<file path="src/bcc_pkg.sv">
package bcc_pkg;

    localparam int S_TDATA_W = 40;
    localparam int M_TDATA_W = 24;
    localparam int CFG_IDX_W = 1;
    localparam int CFG_DATA_W = 16;

    localparam logic [CFG_IDX_W-1:0] REG_PIP_LIMIT   = 1'd0;
    localparam logic [CFG_IDX_W-1:0] REG_APNEA_LIMIT = 1'd1;

    localparam logic [1:0] MOVE_NONE    = 2'd0;
    localparam logic [1:0] MOVE_STOP    = 2'd1;
    localparam logic [1:0] MOVE_INHALE  = 2'd2;
    localparam logic [1:0] MOVE_EXHALE  = 2'd3;

    typedef struct packed {
        logic signed [6:0] pressure;
        logic signed [5:0] assist_level;
    } bcc_map_t;

endpackage

</file>
<file path="src/bcc_map.sv">
module bcc_map (
    input  logic [9:0]       pressure_adc,
    input  logic [9:0]       assist_adc,
    output bcc_pkg::bcc_map_t mapped
);
    import bcc_pkg::*;

    // x / 1023 for x < 128*1023 (quotient fits 7 bits): estimate low by at most one, then correct
    function automatic logic [6:0] div1023(input logic [16:0] x);
        logic [17:0] est;
        logic [6:0]  q;
        logic [17:0] r;
        begin
            est = ({1'b0, x} + {8'd0, x[16:10]}) >> 10;
            q   = est[6:0];
            r   = {1'b0, x} - {1'b0, q, 10'd0} + {11'd0, q};
            if (r >= 18'd1023)
            begin
                q = q + 7'd1;
            end
            return q;
        end
    endfunction

    logic [16:0] p_prod;
    logic [16:0] a_prod;
    logic [6:0]  p_quot;
    logic [6:0]  a_quot;

    assign p_prod = {7'd0, pressure_adc} * 17'd100;
    assign a_prod = {7'd0, assist_adc} * 17'd21;
    assign p_quot = div1023(p_prod);
    assign a_quot = div1023(a_prod);

    assign mapped.pressure     = $signed(p_quot - 7'd50);
    assign mapped.assist_level = $signed(6'd20 - a_quot[5:0]);

endmodule

</file>
<file path="src/breath_cycle_controller.sv">
// Path: an accepted word is held in the input register, evaluated combinationally
// and captured in the result register, which drives m_tdata.
// Throughput: one word per cycle; the input register and the result register
// part the two sides, so a stalled result stops intake only when both are full.
// Reset (rst_n low, asynchronous): phase setup, alarms disarmed and silent,
// apnea timer 0, assist level 2, pip_limit 40, apnea_limit_ms 30000.
module breath_cycle_controller (
    input  logic                                clk,
    input  logic                                rst_n,
    input  logic                                s_tvalid,
    output logic                                s_tready,
    // pressure_adc[9:0] assist_adc[19:10] elapsed_ms[27:20] set_button[28]
    // alarm_button[29] manual_trigger[30] limit_switch[31] motor_busy[32], zero pad
    input  logic [bcc_pkg::S_TDATA_W-1:0]       s_tdata,
    output logic                                m_tvalid,
    input  logic                                m_tready,
    // phase[2:0] alarm_on[3] alarm_enabled[4] go_home[5] move_cmd[7:6]
    // pressure[14:8] trigger_threshold[20:15] finished[21], zero pad
    output logic [bcc_pkg::M_TDATA_W-1:0]       m_tdata,
    input  logic                                cfg_valid,
    output logic                                cfg_ready,
    input  logic [bcc_pkg::CFG_IDX_W-1:0]       cfg_index,
    input  logic [bcc_pkg::CFG_DATA_W-1:0]      cfg_data
);
    import bcc_pkg::*;

    typedef enum logic [2:0] {
        PH_SETUP     = 3'd0,
        PH_WAIT      = 3'd1,
        PH_SWEEP_IN  = 3'd2,
        PH_SWEEP_OUT = 3'd3,
        PH_HOMING    = 3'd4,
        PH_DONE      = 3'd5
    } phase_t;

    logic                  in_valid_reg;
    logic [32:0]           in_data_reg;
    logic                  out_valid_reg;
    logic [21:0]           out_data_reg;
    logic                  advance;

    logic signed [6:0]     pip_limit_reg;
    logic [15:0]           apnea_limit_reg;

    phase_t                phase_reg, phase_next;
    logic                  armed_reg, armed_next;
    logic                  level_reg, level_next;
    logic [15:0]           timer_reg, timer_next;
    logic signed [5:0]     assist_reg;

    bcc_map_t              mapped;
    logic [16:0]           timer_sum;
    logic                  go_home;
    logic [1:0]            move_cmd;
    logic                  finished;
    logic signed [5:0]     thr;
    logic [21:0]           result;

    logic [7:0]            elapsed_ms;
    logic                  set_button, alarm_button, manual_trigger, limit_switch, motor_busy;

    assign elapsed_ms     = in_data_reg[27:20];
    assign set_button     = in_data_reg[28];
    assign alarm_button   = in_data_reg[29];
    assign manual_trigger = in_data_reg[30];
    assign limit_switch   = in_data_reg[31];
    assign motor_busy     = in_data_reg[32];

    bcc_map u_map (
        .pressure_adc (in_data_reg[9:0]),
        .assist_adc   (in_data_reg[19:10]),
        .mapped       (mapped)
    );

    assign advance   = in_valid_reg && (!out_valid_reg || m_tready);
    assign s_tready  = !in_valid_reg || advance;
    assign cfg_ready = 1'b1;
    assign m_tvalid  = out_valid_reg;
    assign m_tdata   = {2'd0, out_data_reg};
    assign thr       = 6'sd0 - assist_reg;
    assign timer_sum = {1'b0, timer_reg} + {9'd0, elapsed_ms};

    always_comb
    begin
        phase_next = phase_reg;
        armed_next = armed_reg;
        level_next = level_reg;
        timer_next = timer_sum[16] ? 16'hFFFF : timer_sum[15:0];
        go_home    = 1'b0;
        move_cmd   = MOVE_NONE;
        finished   = 1'b0;

        if (set_button)
        begin
            level_next = 1'b0;
            go_home    = 1'b1;
            phase_next = PH_HOMING;
        end

        if ((mapped.pressure >= pip_limit_reg) && armed_next)
        begin
            level_next = 1'b1;
        end

        if (alarm_button)
        begin
            level_next = 1'b0;
            armed_next = !armed_next;
            timer_next = 16'd0;
        end

        case (phase_next)
            PH_SETUP:
            begin
                armed_next = 1'b1;
                timer_next = 16'd0;
                phase_next = PH_WAIT;
            end
            PH_WAIT:
            begin
                if ((timer_next >= apnea_limit_reg) && armed_next)
                begin
                    level_next = 1'b1;
                end
                if ((mapped.pressure <= 7'(thr)) || manual_trigger)
                begin
                    move_cmd   = MOVE_INHALE;
                    phase_next = PH_SWEEP_IN;
                end
            end
            PH_SWEEP_IN:
            begin
                if (!motor_busy)
                begin
                    move_cmd   = MOVE_EXHALE;
                    phase_next = PH_SWEEP_OUT;
                end
            end
            PH_SWEEP_OUT:
            begin
                if (!motor_busy)
                begin
                    timer_next = 16'd0;
                    phase_next = PH_WAIT;
                end
            end
            PH_HOMING:
            begin
                if (!limit_switch || !motor_busy)
                begin
                    move_cmd   = MOVE_STOP;
                    phase_next = PH_DONE;
                end
            end
            PH_DONE:
            begin
                phase_next = PH_SETUP;
                finished   = !manual_trigger;
            end
            default:
            begin
                phase_next = PH_SETUP;
            end
        endcase

        result = {finished, thr, mapped.pressure, move_cmd, go_home,
                  armed_next, level_next, phase_next};
    end

    always_ff @(posedge clk or negedge rst_n)
    begin
        if (!rst_n)
        begin
            in_valid_reg    <= 1'b0;
            out_valid_reg   <= 1'b0;
            pip_limit_reg   <= 7'sd40;
            apnea_limit_reg <= 16'd30000;
            phase_reg       <= PH_SETUP;
            armed_reg       <= 1'b0;
            level_reg       <= 1'b0;
            timer_reg       <= 16'd0;
            assist_reg      <= 6'sd2;
        end
        else
        begin
            if (cfg_valid && cfg_ready)
            begin
                case (cfg_index)
                    REG_PIP_LIMIT:   pip_limit_reg   <= $signed(cfg_data[6:0]);
                    REG_APNEA_LIMIT: apnea_limit_reg <= cfg_data;
                    default:         ;
                endcase
            end
            if (s_tready)
            begin
                in_valid_reg <= s_tvalid;
            end
            if (advance)
            begin
                out_valid_reg <= 1'b1;
                phase_reg     <= phase_next;
                armed_reg     <= armed_next;
                level_reg     <= level_next;
                timer_reg     <= timer_next;
                assist_reg    <= mapped.assist_level;
            end
            else if (m_tready)
            begin
                out_valid_reg <= 1'b0;
            end
        end
    end

    always_ff @(posedge clk)
    begin
        if (s_tvalid && s_tready)
        begin
            in_data_reg <= s_tdata[32:0];
        end
        if (advance)
        begin
            out_data_reg <= result;
        end
    end

    // finishing always lands back in setup
    a_finish_setup: assert property (@(posedge clk) disable iff (!rst_n)
        (out_valid_reg && out_data_reg[21]) |-> (out_data_reg[2:0] == PH_SETUP))
        else $error("finished without return to setup");

    // set button forces homing, which may complete in the same step
    a_home_phase: assert property (@(posedge clk) disable iff (!rst_n)
        (out_valid_reg && out_data_reg[5]) |->
            ((out_data_reg[2:0] == PH_HOMING) || (out_data_reg[2:0] == PH_DONE)))
        else $error("go_home outside homing");

    a_inhale_phase: assert property (@(posedge clk) disable iff (!rst_n)
        (out_valid_reg && (out_data_reg[7:6] == MOVE_INHALE)) |->
            (out_data_reg[2:0] == PH_SWEEP_IN))
        else $error("inhale stroke outside sweep in");

    a_empty_ready: assert property (@(posedge clk) disable iff (!rst_n)
        !in_valid_reg |-> s_tready)
        else $error("empty input stage not ready");

endmodule
</file>
<file path="config.mk">
export PLATFORM = sky130hd
export DESIGN_NAME = breath_cycle_controller
export DESIGN_NICKNAME = d
export VERILOG_FILES = /design/src/bcc_pkg.sv /design/src/bcc_map.sv /design/src/breath_cycle_controller.sv
export SDC_FILE = /design/constraint.sdc
export NUM_CORES = 1
export LEC_CHECK = 0
export ABC_AREA = 1
export BUFFER_PORTS_ARGS = -buffer_cell sky130_fd_sc_hd__buf_2
export CELL_PAD_IN_SITES_DETAIL_PLACEMENT = 2
export CELL_PAD_IN_SITES_GLOBAL_PLACEMENT = 2
export CORE_UTILIZATION = 39
export DETAILED_ROUTE_END_ITERATION = 10
export GPL_TIMING_DRIVEN = 0
export HOLD_SLACK_MARGIN = 0.06
export PLACE_DENSITY_LB_ADDON = 0.1
export SYNTH_ARGS = -nofsm -noshare
export SYNTH_HDL_FRONTEND = slang
export SYNTH_HIERARCHICAL = 1
export SYNTH_SLANG_ARGS = --single-unit
</file>
<file path="constraint.sdc">
create_clock -name clk -period 17.3 [get_ports clk]
set_clock_uncertainty 0.15 [all_clocks]
set_input_delay 1.73 -clock clk [delete_from_list [all_inputs] [get_ports clk]]
set_output_delay 1.73 -clock clk [all_outputs]
set_load 0.02 [all_outputs]
</file>
Word-level counts from Yosys, hierarchy flattened. Cells that the tools add are included.

Word-level logic and storage cells: 81. Output and inout port bits: 27. Bits in latches: 0. Register bits: 107. ROM bits: 0. Bits in writable memories: 0. Bits of input ports: 62. Memories kept: 0.

Divide/modulo/power cells: 0. Muxes and demuxes: 26. Reduce and logical (&&, ||, !) cells: 18. Add/subtract/negate cells: 12. Equality and inequality tests: 5. Magnitude comparators: 5. Multiply operators: 2. Bitwise logic cells: 1. Shifts and indexed selects: 0.

Operators by type and width (number): 16-bit two-way mux (3); 18-bit by 7-bit adder with 18-bit output (2); 18-bit by 10-bit greater-or-equal comparator with 1-bit output, second input constant (2); 16-bit case mux with 2 select lines (1); 10-bit by 5-bit multiplier with 15-bit output, second input constant (2); 15-bit by 17-bit subtractor with 18-bit output (1); 17-bit by 17-bit subtractor with 18-bit output (1); 16-bit by 8-bit adder with 17-bit output (1); 17-bit by 7-bit adder with 17-bit output (1); 15-bit by 5-bit adder with 16-bit output (1); 16-bit greater-or-equal comparator (1); 3-bit two-way mux (5); 3-bit case mux with 5 select lines (1); 1-bit two-way mux (11); 7-bit by 1-bit adder with 7-bit output, second input constant (1); 7-bit greater-or-equal comparator (1); 7-bit by 6-bit <= comparator with 1-bit output (1); 7-bit two-way mux (1); 7-bit by 6-bit subtractor with 7-bit output, second input constant (1); 6-bit by 1-bit adder with 6-bit output, second input constant (1); 3-bit by 2-bit equality test with 1-bit output, second input constant (2); 3-bit equality test, second input constant (2); 1-bit zero test (6); 6-bit two-way mux (1); 11 further kinds (19).

Depth between registers and ports, before layout.
Depth in word-level cells: 13. Mapped depth: 60. Gate-level depth less buffers: 60.

Cells and area by module. The synthesis kept the hierarchy.

By module, submodules not included: bcc_map (area an instance 5640.4 sq um, instances 1, cells each 909, sequential area each 0.0 sq um); breath_cycle_controller (area an instance 5252.5 sq um, instances 1, cells each 532, sequential area each 2965.3 sq um).

Worst setup path before layout. OpenSTA, ideal clock, no wires.

Path kind: reg-to-reg. Start point: reg in_data_reg[3]. End point: reg out_data_reg[0], data pin. Data required time: 16.879 ns. Path buffers: 0. Setup slack: 9.355 ns. Arrival time: 7.524 ns. Setup time: 0.271 ns. Clock period less this slack: 7.945 ns. Stages on the path, launching flop included: 55. Cell sequence: edfxtp_1 -> ha_1 -> ha_1 -> inv_1 -> fa_1 -> inv_1 -> ha_1 -> inv_1 -> o31ai_1 -> nand3_1 -> nand2_1 -> nand3_1 -> nand2_1 -> nand2_1 -> nand2_1 -> a21oi_1 -> xor2_1 -> inv_1 -> (+19 left out) -> nand2_1 -> nor2_1 -> nand3_1 -> inv_1 -> nand3_2 -> nand2_1 -> nand2_1 -> ha_1 -> inv_1 -> ha_1 -> a21oi_1 -> o21ai_0 -> a21oi_1 -> nor2_1 -> o21ai_0 -> nand2_1 -> nand2_1 -> o21ai_0.

RTL lines: start: declaration (line breath_cycle_controller.sv:37) `logic [32:0] in_data_reg;`; start signal: assignment (line breath_cycle_controller.sv:218) `in_data_reg <= s_tdata[32:0];`; end signal: assignment (line breath_cycle_controller.sv:222) `out_data_reg <= result;`; end: declaration (line breath_cycle_controller.sv:39) `logic [21:0] out_data_reg;`.

==> impl_metrics.toml <==
[setup_path]
cp_common_cell = "nand2_1"
cp-end-kind = "flop"
crit_slowest_cell = "fa_1"
r2r-start = "in_data_reg[3]"
slowest_delay_ps = 520
crit_type = "flop to flop"
crit_path_max_fanout = 6
startpoint = "in_data_reg[3]"
worstPathArrival_ps = 10150
worst-endpoint-required_ps = 17420
worstSetupStartpointType = "flop"

[cts]
clock-sinks = 107
hold_buffers = 0
clk_pin_slew_worst_paths_ps = 90
cts_tree = "yes"
postCtsResizedCells = 0
htree_num_levels = 3
root_buffer = "clkbuf_16"
clock_path_buffers = 2
numCtsBuffers = 9
cts_setup_buffers = 0
clk_latency_ps = 360

[global_route]
track_usage_pct = 24.9
grt_first_pass_wirelength_mm = 55.9
antenna_found_initial = 0
grt_max_degree = 53
overflow = 0
grt_pass1_vias = 11100

[place]
numPlacedInstances = 1892
dp_hpwl_mm = 28.3
io_buffer_count = 78
gp_congestion = 0.791

[yosys]
ys_seq_elements = 107
netlist_area_sq_um = 10900
synth_top_area_cell = "ha_1"
synth.area.top_cells = "ha_1 20%, edfxtp_1 15%, nand2_1 12%"
synth_ff_type = "edfxtp_1"
ys.warnings.count = 6
postSynthAreaPerCell_sq_um = 7.56
synthArstFlopShare_pct = 48.6
synth.distinct_cells = 57
ys_seq_area_share_pct = 27.2
netlist.area_leader.share_pct = 19.6
syn_inst = 1441
synth_edf_count = 55

[timing]
grt_setup_unrepaired = "false"
finalSetupTns_ps = 0
finalSetupViolations = 0
hold_viol = 0
finalMaxSlewViolations = 0
hold-worst-slack_ps = 340
min_period_over_period_pct = 58.0
max_freq_mhz = 99.7
relSlewSlack_pct = 43.3
min_period_ps = 10030
worst_pin_slew_ps = 849

[floorplan]
initial_core_util_pct = 40.1
die-area_sq_um = 28600
rows = 60
io_pins = 89
die_h_um = 169
dieWidth_um = 169
coreArea_sq_um = 27200

[final_layout]
fin_nets = 1775
largest_register_ffs = 33
drive_gt1_share_pct = 14.1
area_delta_synth_final_pct = 10.8
stdcell_count = 1908
nFillCells = 3301
antennaDiodeCount = 0

[job]
cap_violations = 0

[route]
drtIter0Drc = 257
final_antenna_net_count = 0
post_drt_wl_per_cell_um = 18.0
viasPerCell = 5.11
wl_mm = 34.3
drc = 0
vias = 9757
dr.pass1.iters = 4

[hold_path]
min-delay-start = "apnea_limit_reg[14]"
hold_class = "flop to flop"

[outcome]
status = "finished, final reports clean"
-- final timing paths --
check / end / depth (start not counted) / slack (ps)
max: phase_reg[1] / 53 / 7270
min: apnea_limit_reg[14] / 2 / 340
max reg2reg: phase_reg[1] / 53 / 7270
min reg2reg: apnea_limit_reg[14] / 2 / 340
max in group asynchronous: phase_reg[1] / 1 / 15190
min in group asynchronous: pip_limit_reg[6] / 1 / 1280
-- critical path, delay by kind of cell, from the launching register on --
| family | cells | cell delay [ps] |
|---|---|---|
| AND/OR/NAND/NOR | 33 | 4300 |
| buffers and inverters | 4 | 310 |
| XOR/XNOR | 2 | 700 |
| flip-flops | 1 | 460 |
| AO/OA/AOI/OAI | 5 | 850 |
| adder cells (fa/ha/maj) | 9 | 3150 |
-- area by class of cell --
class / count / area, sq um / share of cell area, %
clock buffer: 10 / 239 / 1.98
tap: 372 / 465 / 3.86
buffer: 13 / 71.3 / 0.591
timing repair buffer: 78 / 393 / 3.26
multi-input combinational: 1034 / 6780 / 56.2
inverter: 288 / 1080 / 8.96
sequential: 107 / 2970 / 24.6
clock inverter: 6 / 70.1 / 0.581
-- logic make-up (layout without fill, tap and decap cells) --
kind of cell	count (synthesis)	in the layout	synth area share, %
xor+xnor	51	51	4.45
flops	107	107	27.2
other cells	2	3	0.0689
fa+ha+maj	182	182	21.7
simple gates	639	639	26.9
compound gates	159	159	9.17
buf+inv	301	395	10.6
-- cells in the mapped netlist (all sizes together) (5+ instances only) --
master	count
fa	11
dfstp	10
dfrtp	42
nand2	381
inv	286
edfxtp	55
xnor2	15
o21bai	12
a21oi	66
xor2	36
or2	8
clkbuf	5
nor3	17
o21ai	51
buf	8
nand4	20
nand3	98
nor2	104
ha	171
-- cell usage in the layout, fill, tap and decap left out, drive strengths merged, types with 36 or more instances in the layout --
cell,n
a21oi,66
buf,86
dfrtp,42
edfxtp,55
ha,171
inv,289
nand2,381
nand3,98
nor2,104
o21ai,51
xor2,36
-- per-stage QoR --
stage | setup WS [ps] | area [sq um] | util [%]
2_1_floorplan | 9350 | 10900 | -
4_1_cts | 7260 | 12100 | 44.4
5_1_grt | 6530 | 12100 | 44.4
3_5_place_dp | 7410 | 11800 | 43.2
6_report | 7270 | 12100 | 44.4
3_3_place_gp | 7950 | 11800 | 43.2
-- routing by layer --
metal	vias up	GRT usage (%)	share of wire [%]
met1	4780	28.4	42
met5	-	0	0
met3	55	2.10	2.0
met4	0	8.46	2.6
met2	118	48.0	53
li1	4804	-	-
Power is not shown: default switching activity piles up to over one toggle a cycle in this logic, so the estimate is an artifact.
